==> config.mk <==
export PLATFORM = sky130hd
export DESIGN_NAME = raster_line_dpi_scaler_unit
export DESIGN_NICKNAME = d
export VERILOG_FILES = /design/src/rtl/rldpi_pkg.sv /design/src/rtl/raster_line_dpi_scaler_unit.sv /design/src/rtl/rldpi_alu.sv /design/src/rtl/rldpi_cfg.sv /design/src/rtl/rldpi_ctrl.sv
export SDC_FILE = /design/constraint.sdc
export NUM_CORES = 1
export LEC_CHECK = 0
export ABC_AREA = 1
export BUFFER_PORTS_ARGS = -buffer_cell sky130_fd_sc_hd__buf_4
export CELL_PAD_IN_SITES_DETAIL_PLACEMENT = 0
export CELL_PAD_IN_SITES_GLOBAL_PLACEMENT = 1
export CORE_AREA = 2 2 205 207
export CTS_BUF_LIST = sky130_fd_sc_hd__clkbuf_16
export DETAILED_ROUTE_END_ITERATION = 8
export DIE_AREA = 0 0 207 209
export GPL_ROUTABILITY_DRIVEN = 0
export PLACE_DENSITY_LB_ADDON = 0.1
export SYNTH_ARGS = -nofsm -noshare
export SYNTH_HDL_FRONTEND = slang
export SYNTH_SLANG_ARGS = --single-unit
export TNS_END_PERCENT = 20
==> constraint.sdc <==
create_clock -name clk -period 5.2 [get_ports clk]
set_input_delay 0.78 -clock clk [delete_from_list [all_inputs] [get_ports clk]]
set_output_delay 0.78 -clock clk [all_outputs]
set_load 0.01 [all_outputs]
==> src/rtl/rldpi_pkg.sv <==
// ----------------------------------------------------------------------------
// rldpi_pkg
// Shared types, codes and constants of the raster line scaler.
// ----------------------------------------------------------------------------
package rldpi_pkg;

	localparam int MAX_REPEAT  = 16;
	localparam int LINE_PIXELS = 4096;
	localparam int MAX_RESULTS = 16;
	localparam int REP_CAP     = (MAX_REPEAT < MAX_RESULTS) ? MAX_REPEAT : MAX_RESULTS;
	localparam int REP_W       = $clog2(REP_CAP + 1);

	localparam int DPI_W   = 11;
	localparam int PW_W    = 13;
	localparam int PH_W    = 14;
	localparam int COL_W   = 12;
	localparam int WCOL_W  = 13;
	localparam int ACC_W   = 12;
	localparam int WRK_W   = 13;
	localparam int QUOT_W  = 12;
	localparam int ROW_W   = 14;
	localparam int BYTE_W  = 8;

	localparam int ALU_W = 24;
	localparam int OPB_W = 14;
	localparam int SH_W  = 4;

	localparam logic [SH_W-1:0] MOD_SH = SH_W'(WRK_W - 1);
	localparam logic [SH_W-1:0] DIV_SH = SH_W'(QUOT_W - 1);

	localparam logic [WCOL_W-1:0] WCOL_MAX = {WCOL_W{1'b1}};
	localparam logic [ROW_W-1:0]  ROWS_MAX = {ROW_W{1'b1}};

	localparam int PADDR_W = 5;
	localparam int PDATA_W = 32;

	localparam logic [DPI_W-1:0] RST_SRC_X  = 11'd300;
	localparam logic [DPI_W-1:0] RST_SRC_Y  = 11'd300;
	localparam logic [DPI_W-1:0] RST_PAGE_X = 11'd300;
	localparam logic [DPI_W-1:0] RST_PAGE_Y = 11'd300;
	localparam logic [PW_W-1:0]  RST_PAGE_W = 13'd2479;
	localparam logic [PH_W-1:0]  RST_PAGE_H = 14'd3508;

	typedef enum logic [2:0] {
		REG_SRC_X  = 3'd0,
		REG_SRC_Y  = 3'd1,
		REG_PAGE_X = 3'd2,
		REG_PAGE_Y = 3'd3,
		REG_PAGE_W = 3'd4,
		REG_PAGE_H = 3'd5
	} reg_idx_t;

	typedef enum logic [1:0] {
		CMD_PIXEL = 2'd0,
		CMD_LINE  = 2'd1,
		CMD_EJECT = 2'd2
	} cmd_t;

	typedef enum logic [1:0] {
		KIND_PIXEL = 2'd0,
		KIND_LINE  = 2'd1,
		KIND_BLANK = 2'd2
	} kind_t;

	typedef enum logic [2:0] {
		ST_IDLE,
		ST_PX_ADD,
		ST_PX_LOOP,
		ST_PX_MOD,
		ST_LN_ADD,
		ST_LN_DIV,
		ST_LN_OUT,
		ST_EJ_OUT
	} state_t;

	typedef struct packed {
		logic [DPI_W-1:0] src_x;
		logic [DPI_W-1:0] src_y;
		logic [DPI_W-1:0] page_x;
		logic [DPI_W-1:0] page_y;
		logic [PW_W-1:0]  page_w;
		logic [PH_W-1:0]  page_h;
	} cfg_t;

	typedef struct packed {
		logic [BYTE_W-1:0] blue;
		logic [BYTE_W-1:0] green;
		logic [BYTE_W-1:0] red;
	} rgb_t;

	typedef struct packed {
		logic [1:0]       kind;
		logic [COL_W-1:0] column;
		rgb_t             rgb;
		logic [ROW_W-1:0] line_total;
		logic [ROW_W-1:0] first_row;
		logic             last;
	} res_t;

	typedef struct packed {
		logic             sub;
		logic [ALU_W-1:0] a;
		logic [OPB_W-1:0] b;
		logic [SH_W-1:0]  sh;
	} alu_req_t;

	typedef struct packed {
		logic [ALU_W-1:0] res;
		logic             cout;
	} alu_rsp_t;

	function automatic logic [PW_W-1:0] usable_width(input logic [PW_W-1:0] page_w);
		logic [PW_W+2:0] wide;
		wide = {3'b000, page_w};
		if (wide < (PW_W+3)'(LINE_PIXELS))
			return page_w;
		else
			return PW_W'(LINE_PIXELS);
	endfunction

endpackage

==> src/rtl/raster_line_dpi_scaler_unit.sv <==
// ----------------------------------------------------------------------------
// raster_line_dpi_scaler_unit
// Nearest-neighbor raster line scaler: source pixels to page pixel writes,
// line ends to row copy counts, eject to blank page fill.
// ----------------------------------------------------------------------------
// channel   direction  handshake                 payload
// s_axis    in         s_axis_tvalid/tready      tuser command, tdata rgb
// m_axis    out        m_axis_tvalid/tready      tuser kind, tlast, tdata
// apb       in/out     psel/penable/pwrite       paddr, pwdata, prdata
//
// Pixel: add, loop over column overflows, then remainder reduction when the
// repeat limit stops the loop. Line end: add, divide, output. Eject: output.
// All arithmetic runs through one shared 24-bit add/subtract-shift unit.
// Reset clears scaler state and loads the register defaults.
// A stalled result holds the sequencer; one finished result may wait in the
// output register while the next request is taken.
// ----------------------------------------------------------------------------
module raster_line_dpi_scaler_unit (
	input  logic                            clk,
	input  logic                            arst_n,
	input  logic                            s_axis_tvalid,
	output logic                            s_axis_tready,
	input  logic [23:0]                     s_axis_tdata,  // in_red, in_green, in_blue
	input  logic [1:0]                      s_axis_tuser,  // command
	output logic                            m_axis_tvalid,
	input  logic                            m_axis_tready,
	// column[11:0], out_red, out_green, out_blue, line_total[13:0], first_row[13:0]
	output logic [63:0]                     m_axis_tdata,
	output logic [1:0]                      m_axis_tuser,  // kind
	output logic                            m_axis_tlast,
	input  logic                            psel,
	input  logic                            penable,
	input  logic                            pwrite,
	input  logic [rldpi_pkg::PADDR_W-1:0]   paddr,
	input  logic [rldpi_pkg::PDATA_W-1:0]   pwdata,
	output logic [rldpi_pkg::PDATA_W-1:0]   prdata,
	output logic                            pready
);
	import rldpi_pkg::*;

	cfg_t     cfg;
	res_t     res;
	rgb_t     s_rgb;
	alu_req_t alu_req;
	alu_rsp_t alu_rsp;

	assign s_rgb = s_axis_tdata;

	rldpi_cfg u_cfg (
		.clk     (clk),
		.arst_n  (arst_n),
		.psel    (psel),
		.penable (penable),
		.pwrite  (pwrite),
		.paddr   (paddr),
		.pwdata  (pwdata),
		.prdata  (prdata),
		.pready  (pready),
		.cfg     (cfg)
	);

	rldpi_alu u_alu (
		.req (alu_req),
		.rsp (alu_rsp)
	);

	rldpi_ctrl u_ctrl (
		.clk     (clk),
		.arst_n  (arst_n),
		.cfg     (cfg),
		.s_valid (s_axis_tvalid),
		.s_ready (s_axis_tready),
		.s_cmd   (s_axis_tuser),
		.s_rgb   (s_rgb),
		.m_valid (m_axis_tvalid),
		.m_ready (m_axis_tready),
		.m_res   (res),
		.alu_req (alu_req),
		.alu_rsp (alu_rsp)
	);

	assign m_axis_tdata = {res.first_row, res.line_total, res.rgb, res.column};
	assign m_axis_tuser = res.kind;
	assign m_axis_tlast = res.last;

	logic [PW_W-1:0] usable;
	assign usable = usable_width(cfg.page_w);

	a_busy_after_accept: assert property (@(posedge clk) disable iff (!arst_n)
		(s_axis_tvalid && s_axis_tready &&
		(s_axis_tuser == CMD_PIXEL || s_axis_tuser == CMD_LINE)) |=> !s_axis_tready)
		else $error("request accepted while sequencer busy");

	a_pixel_in_width: assert property (@(posedge clk) disable iff (!arst_n)
		(m_axis_tvalid && m_axis_tuser == KIND_PIXEL) |->
		(PW_W'(m_axis_tdata[11:0]) < usable))
		else $error("pixel write beyond usable line width");

	a_line_ends_last: assert property (@(posedge clk) disable iff (!arst_n)
		(m_axis_tvalid && m_axis_tuser != KIND_PIXEL) |-> m_axis_tlast)
		else $error("line or blank result without last");

	a_status_zero_rgb: assert property (@(posedge clk) disable iff (!arst_n)
		(m_axis_tvalid && m_axis_tuser != KIND_PIXEL) |-> (m_axis_tdata[35:12] == '0))
		else $error("status result carries pixel bytes");

endmodule

==> src/rtl/rldpi_alu.sv <==
// ----------------------------------------------------------------------------
// rldpi_alu
// Shared add / subtract unit with a left-shifted second operand.
// ----------------------------------------------------------------------------
module rldpi_alu (
	input  rldpi_pkg::alu_req_t req,
	output rldpi_pkg::alu_rsp_t rsp
);
	import rldpi_pkg::*;

	logic [ALU_W-1:0] b_sh;
	logic [ALU_W-1:0] b_op;
	logic [ALU_W:0]   sum;

	always_comb begin
		b_sh    = ALU_W'(req.b) << req.sh;
		b_op    = req.sub ? ~b_sh : b_sh;
		sum     = {1'b0, req.a} + {1'b0, b_op} + {{ALU_W{1'b0}}, req.sub};
		rsp.res  = sum[ALU_W-1:0];
		rsp.cout = sum[ALU_W];
	end

endmodule

==> src/rtl/rldpi_cfg.sv <==
// ----------------------------------------------------------------------------
// rldpi_cfg
// APB register file holding resolutions and page size.
// ----------------------------------------------------------------------------
module rldpi_cfg (
	input  logic                            clk,
	input  logic                            arst_n,
	input  logic                            psel,
	input  logic                            penable,
	input  logic                            pwrite,
	input  logic [rldpi_pkg::PADDR_W-1:0]   paddr,
	input  logic [rldpi_pkg::PDATA_W-1:0]   pwdata,
	output logic [rldpi_pkg::PDATA_W-1:0]   prdata,
	output logic                            pready,
	output rldpi_pkg::cfg_t                 cfg
);
	import rldpi_pkg::*;

	cfg_t       cfg_q;
	logic       wr_en;
	logic [2:0] idx;

	assign pready = 1'b1;
	assign wr_en  = psel & penable & pwrite & pready;
	assign idx    = paddr[PADDR_W-1:2];
	assign cfg    = cfg_q;

	always_ff @(posedge clk or negedge arst_n) begin
		if (!arst_n) begin
			cfg_q.src_x  <= RST_SRC_X;
			cfg_q.src_y  <= RST_SRC_Y;
			cfg_q.page_x <= RST_PAGE_X;
			cfg_q.page_y <= RST_PAGE_Y;
			cfg_q.page_w <= RST_PAGE_W;
			cfg_q.page_h <= RST_PAGE_H;
		end else if (wr_en) begin
			case (idx)
				REG_SRC_X:  cfg_q.src_x  <= pwdata[DPI_W-1:0];
				REG_SRC_Y:  cfg_q.src_y  <= pwdata[DPI_W-1:0];
				REG_PAGE_X: cfg_q.page_x <= pwdata[DPI_W-1:0];
				REG_PAGE_Y: cfg_q.page_y <= pwdata[DPI_W-1:0];
				REG_PAGE_W: cfg_q.page_w <= pwdata[PW_W-1:0];
				REG_PAGE_H: cfg_q.page_h <= pwdata[PH_W-1:0];
				default: ;
			endcase
		end
	end

	always_comb begin
		case (idx)
			REG_SRC_X:  prdata = PDATA_W'(cfg_q.src_x);
			REG_SRC_Y:  prdata = PDATA_W'(cfg_q.src_y);
			REG_PAGE_X: prdata = PDATA_W'(cfg_q.page_x);
			REG_PAGE_Y: prdata = PDATA_W'(cfg_q.page_y);
			REG_PAGE_W: prdata = PDATA_W'(cfg_q.page_w);
			REG_PAGE_H: prdata = PDATA_W'(cfg_q.page_h);
			default:    prdata = '0;
		endcase
	end

endmodule

==> src/rtl/rldpi_ctrl.sv <==
// ----------------------------------------------------------------------------
// rldpi_ctrl
// Sequencer, scaler state and result register around the shared unit.
// ----------------------------------------------------------------------------
module rldpi_ctrl (
	input  logic                clk,
	input  logic                arst_n,
	input  rldpi_pkg::cfg_t     cfg,
	input  logic                s_valid,
	output logic                s_ready,
	input  logic [1:0]          s_cmd,
	input  rldpi_pkg::rgb_t     s_rgb,
	output logic                m_valid,
	input  logic                m_ready,
	output rldpi_pkg::res_t     m_res,
	output rldpi_pkg::alu_req_t alu_req,
	input  rldpi_pkg::alu_rsp_t alu_rsp
);
	import rldpi_pkg::*;

	state_t             state_q, state_d;
	logic [WRK_W-1:0]   wrk_q;
	logic [QUOT_W-1:0]  quot_q;
	logic [SH_W-1:0]    sh_q;
	logic [REP_W-1:0]   reps_q;
	logic               pend_q;
	logic [COL_W-1:0]   pend_col_q;
	rgb_t               pix_q;
	logic [ACC_W-1:0]   col_acc_q;
	logic [WCOL_W-1:0]  wc_q;
	logic [ACC_W-1:0]   row_acc_q;
	logic [ROW_W-1:0]   rows_q;
	logic               active_q;
	res_t               out_q;
	logic               out_valid_q;

	logic [DPI_W-1:0]   sx_eff, sy_eff;
	logic [PW_W-1:0]    usable;
	logic [WCOL_W-1:0]  pad;
	logic               ofree, ge, cont, wc_in, sh_zero, starts_page;
	logic               adv, load_out;
	logic [ROW_W-1:0]   blanks;
	logic [ROW_W-1:0]   rows_sum;
	res_t               out_d;

	always_comb begin
		sx_eff      = (cfg.src_x == '0) ? DPI_W'(1) : cfg.src_x;
		sy_eff      = (cfg.src_y == '0) ? DPI_W'(1) : cfg.src_y;
		usable      = usable_width(cfg.page_w);
		pad         = (wc_q < usable) ? wc_q : usable;
		ofree       = !out_valid_q || m_ready;
		ge          = alu_rsp.cout;
		cont        = ge && (reps_q < REP_W'(REP_CAP));
		wc_in       = wc_q < usable;
		sh_zero     = sh_q == '0;
		starts_page = (s_cmd == CMD_PIXEL) || (s_cmd == CMD_LINE);
		blanks      = ge ? alu_rsp.res[ROW_W-1:0] : '0;
		rows_sum    = (alu_rsp.res[ALU_W-1:ROW_W] != '0) ? ROWS_MAX
		                                                 : alu_rsp.res[ROW_W-1:0];
	end

	// next state
	always_comb begin
		state_d = state_q;
		case (state_q)
			ST_IDLE: begin
				if (s_valid) begin
					case (s_cmd)
						CMD_PIXEL: state_d = ST_PX_ADD;
						CMD_LINE:  state_d = ST_LN_ADD;
						CMD_EJECT: state_d = active_q ? ST_EJ_OUT : ST_IDLE;
						default:   state_d = ST_IDLE;
					endcase
				end
			end
			ST_PX_ADD: state_d = ST_PX_LOOP;
			ST_PX_LOOP: begin
				if (!(pend_q && !ofree) && !cont)
					state_d = ge ? ST_PX_MOD : ST_IDLE;
			end
			ST_PX_MOD: if (sh_zero) state_d = ST_IDLE;
			ST_LN_ADD: state_d = ST_LN_DIV;
			ST_LN_DIV: if (sh_zero) state_d = ST_LN_OUT;
			ST_LN_OUT: if (ofree) state_d = ST_IDLE;
			ST_EJ_OUT: if (ofree) state_d = ST_IDLE;
			default:   state_d = ST_IDLE;
		endcase
	end

	// sequencer outputs
	always_comb begin
		s_ready  = 1'b0;
		alu_req  = '0;
		adv      = 1'b1;
		load_out = 1'b0;
		out_d    = '0;
		case (state_q)
			ST_IDLE: s_ready = 1'b1;
			ST_PX_ADD: begin
				alu_req.a = ALU_W'(col_acc_q);
				alu_req.b = OPB_W'(cfg.page_x);
			end
			ST_PX_LOOP: begin
				alu_req.sub = 1'b1;
				alu_req.a   = ALU_W'(wrk_q);
				alu_req.b   = OPB_W'(sx_eff);
				adv         = !(pend_q && !ofree);
				load_out    = pend_q && ofree;
				out_d.kind   = KIND_PIXEL;
				out_d.column = pend_col_q;
				out_d.rgb    = pix_q;
				out_d.last   = !(cont && wc_in);
			end
			ST_PX_MOD: begin
				alu_req.sub = 1'b1;
				alu_req.a   = ALU_W'(wrk_q);
				alu_req.b   = OPB_W'(sx_eff);
				alu_req.sh  = sh_q;
			end
			ST_LN_ADD: begin
				alu_req.a = ALU_W'(row_acc_q);
				alu_req.b = OPB_W'(cfg.page_y);
			end
			ST_LN_DIV: begin
				alu_req.sub = 1'b1;
				alu_req.a   = ALU_W'(wrk_q);
				alu_req.b   = OPB_W'(sy_eff);
				alu_req.sh  = sh_q;
			end
			ST_LN_OUT: begin
				alu_req.a        = ALU_W'(rows_q);
				alu_req.b        = OPB_W'(quot_q);
				adv              = ofree;
				load_out         = ofree;
				out_d.kind       = KIND_LINE;
				out_d.column     = pad[COL_W-1:0];
				out_d.line_total = ROW_W'(quot_q);
				out_d.first_row  = rows_q;
				out_d.last       = 1'b1;
			end
			ST_EJ_OUT: begin
				alu_req.sub      = 1'b1;
				alu_req.a        = ALU_W'(cfg.page_h);
				alu_req.b        = rows_q;
				adv              = ofree;
				load_out         = ofree;
				out_d.kind       = KIND_BLANK;
				out_d.line_total = blanks;
				out_d.first_row  = rows_q;
				out_d.last       = 1'b1;
			end
			default: ;
		endcase
	end

	always_ff @(posedge clk or negedge arst_n) begin
		if (!arst_n) begin
			state_q     <= ST_IDLE;
			out_valid_q <= 1'b0;
			active_q    <= 1'b0;
			rows_q      <= '0;
			col_acc_q   <= '0;
			wc_q        <= '0;
			row_acc_q   <= '0;
			reps_q      <= '0;
			pend_q      <= 1'b0;
			sh_q        <= '0;
		end else begin
			state_q <= state_d;
			if (load_out)
				out_valid_q <= 1'b1;
			else if (m_ready)
				out_valid_q <= 1'b0;
			case (state_q)
				ST_IDLE: begin
					reps_q <= '0;
					pend_q <= 1'b0;
					if (s_valid && starts_page && !active_q) begin
						rows_q   <= '0;
						active_q <= 1'b1;
					end
				end
				ST_PX_LOOP: begin
					if (adv) begin
						if (cont) begin
							reps_q <= reps_q + REP_W'(1);
							pend_q <= wc_in;
							if (wc_q != WCOL_MAX)
								wc_q <= wc_q + WCOL_W'(1);
						end else begin
							pend_q <= 1'b0;
							sh_q   <= MOD_SH;
							if (!ge)
								col_acc_q <= wrk_q[ACC_W-1:0];
						end
					end
				end
				ST_PX_MOD: begin
					sh_q <= sh_q - SH_W'(1);
					if (sh_zero)
						col_acc_q <= ge ? alu_rsp.res[ACC_W-1:0] : wrk_q[ACC_W-1:0];
				end
				ST_LN_ADD: sh_q <= DIV_SH;
				ST_LN_DIV: begin
					sh_q <= sh_q - SH_W'(1);
					if (sh_zero)
						row_acc_q <= ge ? alu_rsp.res[ACC_W-1:0] : wrk_q[ACC_W-1:0];
				end
				ST_LN_OUT: begin
					if (ofree) begin
						rows_q    <= rows_sum;
						col_acc_q <= '0;
						wc_q      <= '0;
					end
				end
				ST_EJ_OUT: begin
					if (ofree) begin
						if (ge)
							rows_q <= cfg.page_h;
						active_q <= 1'b0;
					end
				end
				default: ;
			endcase
		end
	end

	always_ff @(posedge clk) begin
		case (state_q)
			ST_IDLE: if (s_valid) pix_q <= s_rgb;
			ST_PX_ADD: wrk_q <= alu_rsp.res[WRK_W-1:0];
			ST_PX_LOOP: begin
				if (adv && cont) begin
					wrk_q      <= alu_rsp.res[WRK_W-1:0];
					pend_col_q <= wc_q[COL_W-1:0];
				end
			end
			ST_PX_MOD: if (ge) wrk_q <= alu_rsp.res[WRK_W-1:0];
			ST_LN_ADD: begin
				wrk_q  <= alu_rsp.res[WRK_W-1:0];
				quot_q <= '0;
			end
			ST_LN_DIV: begin
				if (ge)
					wrk_q <= alu_rsp.res[WRK_W-1:0];
				quot_q <= {quot_q[QUOT_W-2:0], ge};
			end
			default: ;
		endcase
		if (load_out)
			out_q <= out_d;
	end

	assign m_valid = out_valid_q;
	assign m_res   = out_q;

endmodule

==> results.txt <==
The proportion of synthesized flip-flops having asynchronous set or reset came out at 0.517. For this run, the detailed router's first-pass iteration total came to 6. The worst supply voltage drop on vdd is 0.358 mV.

The overall die area is 0.0433 sq mm. The initial utilization of the core area, before any placement, comes to 0.354. The final clock period utilization by the worst path came out at 0.919. For this design, the sink count on the clock tree is 265. Leaving out fill and tap cells, the most frequent cell in the layout is nand2_1. Detailed placement finished with a half-perimeter wire length of 36600 microns. Of the cells placed in the final design, the portion with a size suffix greater than 1 is 0.189. In this run, placement finished with an instance count of 2392. The synthesized area divided by synthesized cell count came out at 8.48 sq um. Clock tree synthesis selected as its root buffer the cell clkbuf_16. The sort of element at the end of the critical path is a flip-flop. The minimum period implied by the final worst setup slack is 4.78 ns.

The row count came out at 75. The die boundary height is 209 microns. The utilization after layout is 0.429.

The number of remaining DRC errors is 0. In this run, synthesis inferred 128 flip-flops with an integrated enable. The area growth from synthesis to layout came out at 21.2%. The initial antenna violation count is 1. The count of endpoints failing hold in the final timing report came out at 0. The number of global-route vias before repair came out at 12100. The final layout contains routed wiring with a total length of 49800 microns. The final layout net count came out at 1994. The area of placed instances is 0.0165 sq mm. Along the worst path, the maximum fanout reaches 13. The maximum number of pins on one net before global-route repair is 79.

The number of filler instances in the final layout is 4179. The worst pin sits at a relative slew slack of 0.240. The yosys synthesis warning count came out at 0. The number of buffers added to fix hold violations after cts came out at 0. The clock tree skew after final layout came out at 0.0246 ns. The area of all placed cells without fillers came out at 0.0177 sq mm. The die is 207 microns wide. The total power consumption of the routed design came out at 12.5 mW. The total negative slack for setup checks came out at 0 ns. Setup repair after global routing left no endpoint under its margin. The actual slew at the worst max-slew pin is 1.13 ns. The max-capacitance violation count is 0. The netlist uses 57 different library cells. The average wire length per cell after detail routing is 20.2 microns. The buffer levels on the longest clock path came out at 3. The post-synthesis cell type with the largest combined area is edfxtp_1.

Setup violations remaining at the end of the flow were counted as 0. The fmax came out at 209 MHz. In the synthesized netlist the dominant register cell turns out to be edfxtp_1. The flow ran to the end, and the final reports show no timing, DRC or antenna violations. The clock latency on the worst-skew pair came out at 0.55 ns.

The gate count of the mapped netlist came out at 1723. In this run the worst hold path is classified as primary input to async pin. The global-route wire length before repair is 75800 microns. For this run, the register share of the synthesized area comes to 0.500. Tracing the worst setup path back leads to its startpoint at u_ctrl.state_q[0]. The number of slew-limit violations in the final report came out at 0.

At the worst endpoint, the required time is 5.45 ns. The global router's overall resource usage came out at 0.229. The number of nets still failing antenna checks after routing came out at 0. The leakage power summed over all cells is 8.00 nW. The synthesized design contains 265 register bits. The number of DRC violations after detailed-routing iteration 0 came out at 1068.

STA classifies the critical path startpoint as a flip-flop. The critical path's most frequent cell is nand3_1. The endpoint arrival time on the critical path is 5.03 ns. The total standard cell area after synthesis is 0.0146 sq mm.

The critical path is of the flip-flop to flip-flop type. The number of buffer cells added on primary ports came out at 132. The core region is 0.0413 sq mm. The ratio of routed vias to standard cells is 5.12. TritonCTS built the clock tree. The total global routing overflow is 0. The clock transition at the registers of the reported paths is 0.06 ns.

The number of standard cells in the final layout excluding fillers is 2461. After synthesis, the cell types taking the most area are edfxtp_1, dfrtp_1, nand2_1. The largest individual stage delay along the critical path comes from the cell dfrtp_2. The ratio of total power to cell area is 707 mW/mm^2.

The number of vias after detailed routing came out at 12600. In this run the count of I/O pins placed on the die edge is 172. The CTS H-tree depth came out at 2.

The total clock buffers created by CTS came out at 34. The portion of synthesized cell area occupied by the leading cell type came out at 0.263. The stage delay of the slowest cell on the critical path is 0.47 ns. In the layout the commonest cells are nand2_1, buf_4, inv_1, nor2_1, edfxtp_1. The startpoint of the most critical register-to-register path is u_ctrl.state_q[0].
cells by family after synthesis:
| group | Yosys count | share of synthesized area |
|---|---|---|
| adders and majority gates | 29 | 0.0253 |
| and+or+nand+nor | 798 | 0.239 |
| AOI/OAI and AO/OA | 312 | 0.129 |
| other | 2 | 0.000514 |
| xor gates and xnor gates | 32 | 0.0192 |
| DFF | 265 | 0.500 |
| muxes | 1 | 0.000770 |
| buffers and inverters | 284 | 0.0860 |
metrics by stage:
step	setup WS [ns]	hold slack [ns]
final	0.420	0.294
after global routing	0.00963	0.330
after CTS	0.0460	0.306
after detailed placement	0.102	0.469
after global placement	0.0938	0.465
after floorplan	0.435	0.449
state kept, by name, indices dropped and copies added (netlist names), 12 cells and up:
signal,count
u_ctrl.col_acc_q,12
u_ctrl.row_acc_q,12
u_ctrl.pix_q,24
u_ctrl.m_res,67
u_ctrl.wc_q,13
u_cfg.cfg,71
u_ctrl.rows_q,14
u_ctrl.quot_q,12
u_ctrl.wrk_q,13
u_ctrl.pend_col_q,12
synthesized netlist by cell type, drive strengths merged, types with 2 or more instances:
master,n
inv,191
nor4,6
nand2,394
a221oi,11
nor3,19
a211oi,5
nand3b,2
nor2,206
nand4,38
a32o,10
o2111ai,9
clkbuf,39
buf,51
o22ai,8
clkinv,3
xnor2,5
o21ai,138
edfxtp,128
a31oi,9
ha,28
a21boi,2
xor2,27
conb,2
dfstp,31
o211ai,11
o21a,3
dfrtp,106
a21oi,72
nand3,131
a22oi,30
critical path, delay by kind of cell (launching register included):
family,cells,cell delay [ns]
AOI/OAI and AO/OA,7,0.92
adders and majority gates,1,0.33
buffers and inverters,8,1.13
and+or+nand+nor,13,1.61
DFF,1,0.47
path summary, 6_finish.rpt:
check	depth (start not counted)	to	slack, ns
max	29	u_ctrl.wrk_q[11]	0.42
min	1	u_ctrl.row_acc_q[8]	0.29
max reg2reg	29	u_ctrl.wrk_q[11]	0.42
min reg2reg	2	u_ctrl.row_acc_q[7]	0.48
max in group asynchronous	2	u_cfg.cfg[17]	4.00
min in group clk	1	u_ctrl.pix_q[12]	0.42
area by class of cell:
type                    instances  area, sq um  area share
clock buffers                  36          901      0.0509
repair buffers                209         1720      0.0970
multi-input cells            1191         6190       0.350
flip-flops and latches        265         7310       0.413
clock inverters                26          169     0.00954
diodes                          1         2.50    0.000141
inverters                     194          741      0.0418
well taps                     539          674      0.0381
power by group:
part / internal (mW) / switching (mW)
Clock: 1.31 / 0.961
Sequential: 3.09 / 0.391
Combinational: 2.37 / 4.39
Total: 6.77 / 5.74
what timing repair did:
item                                   4_1_cts  5_1_grt
endpoints found under the hold margin        0        0
setup endpoints to repair                    0      102
setup buffers                                0        6
gates resized for setup                      0       16
layer usage:
layer	global-route usage	part of all wire
met1	0.324	0.46
met2	0.349	0.44
met3	0.0561	0.071
met4	0.0667	0.025
met5	0	0
(Power assumes the default switching activity.)
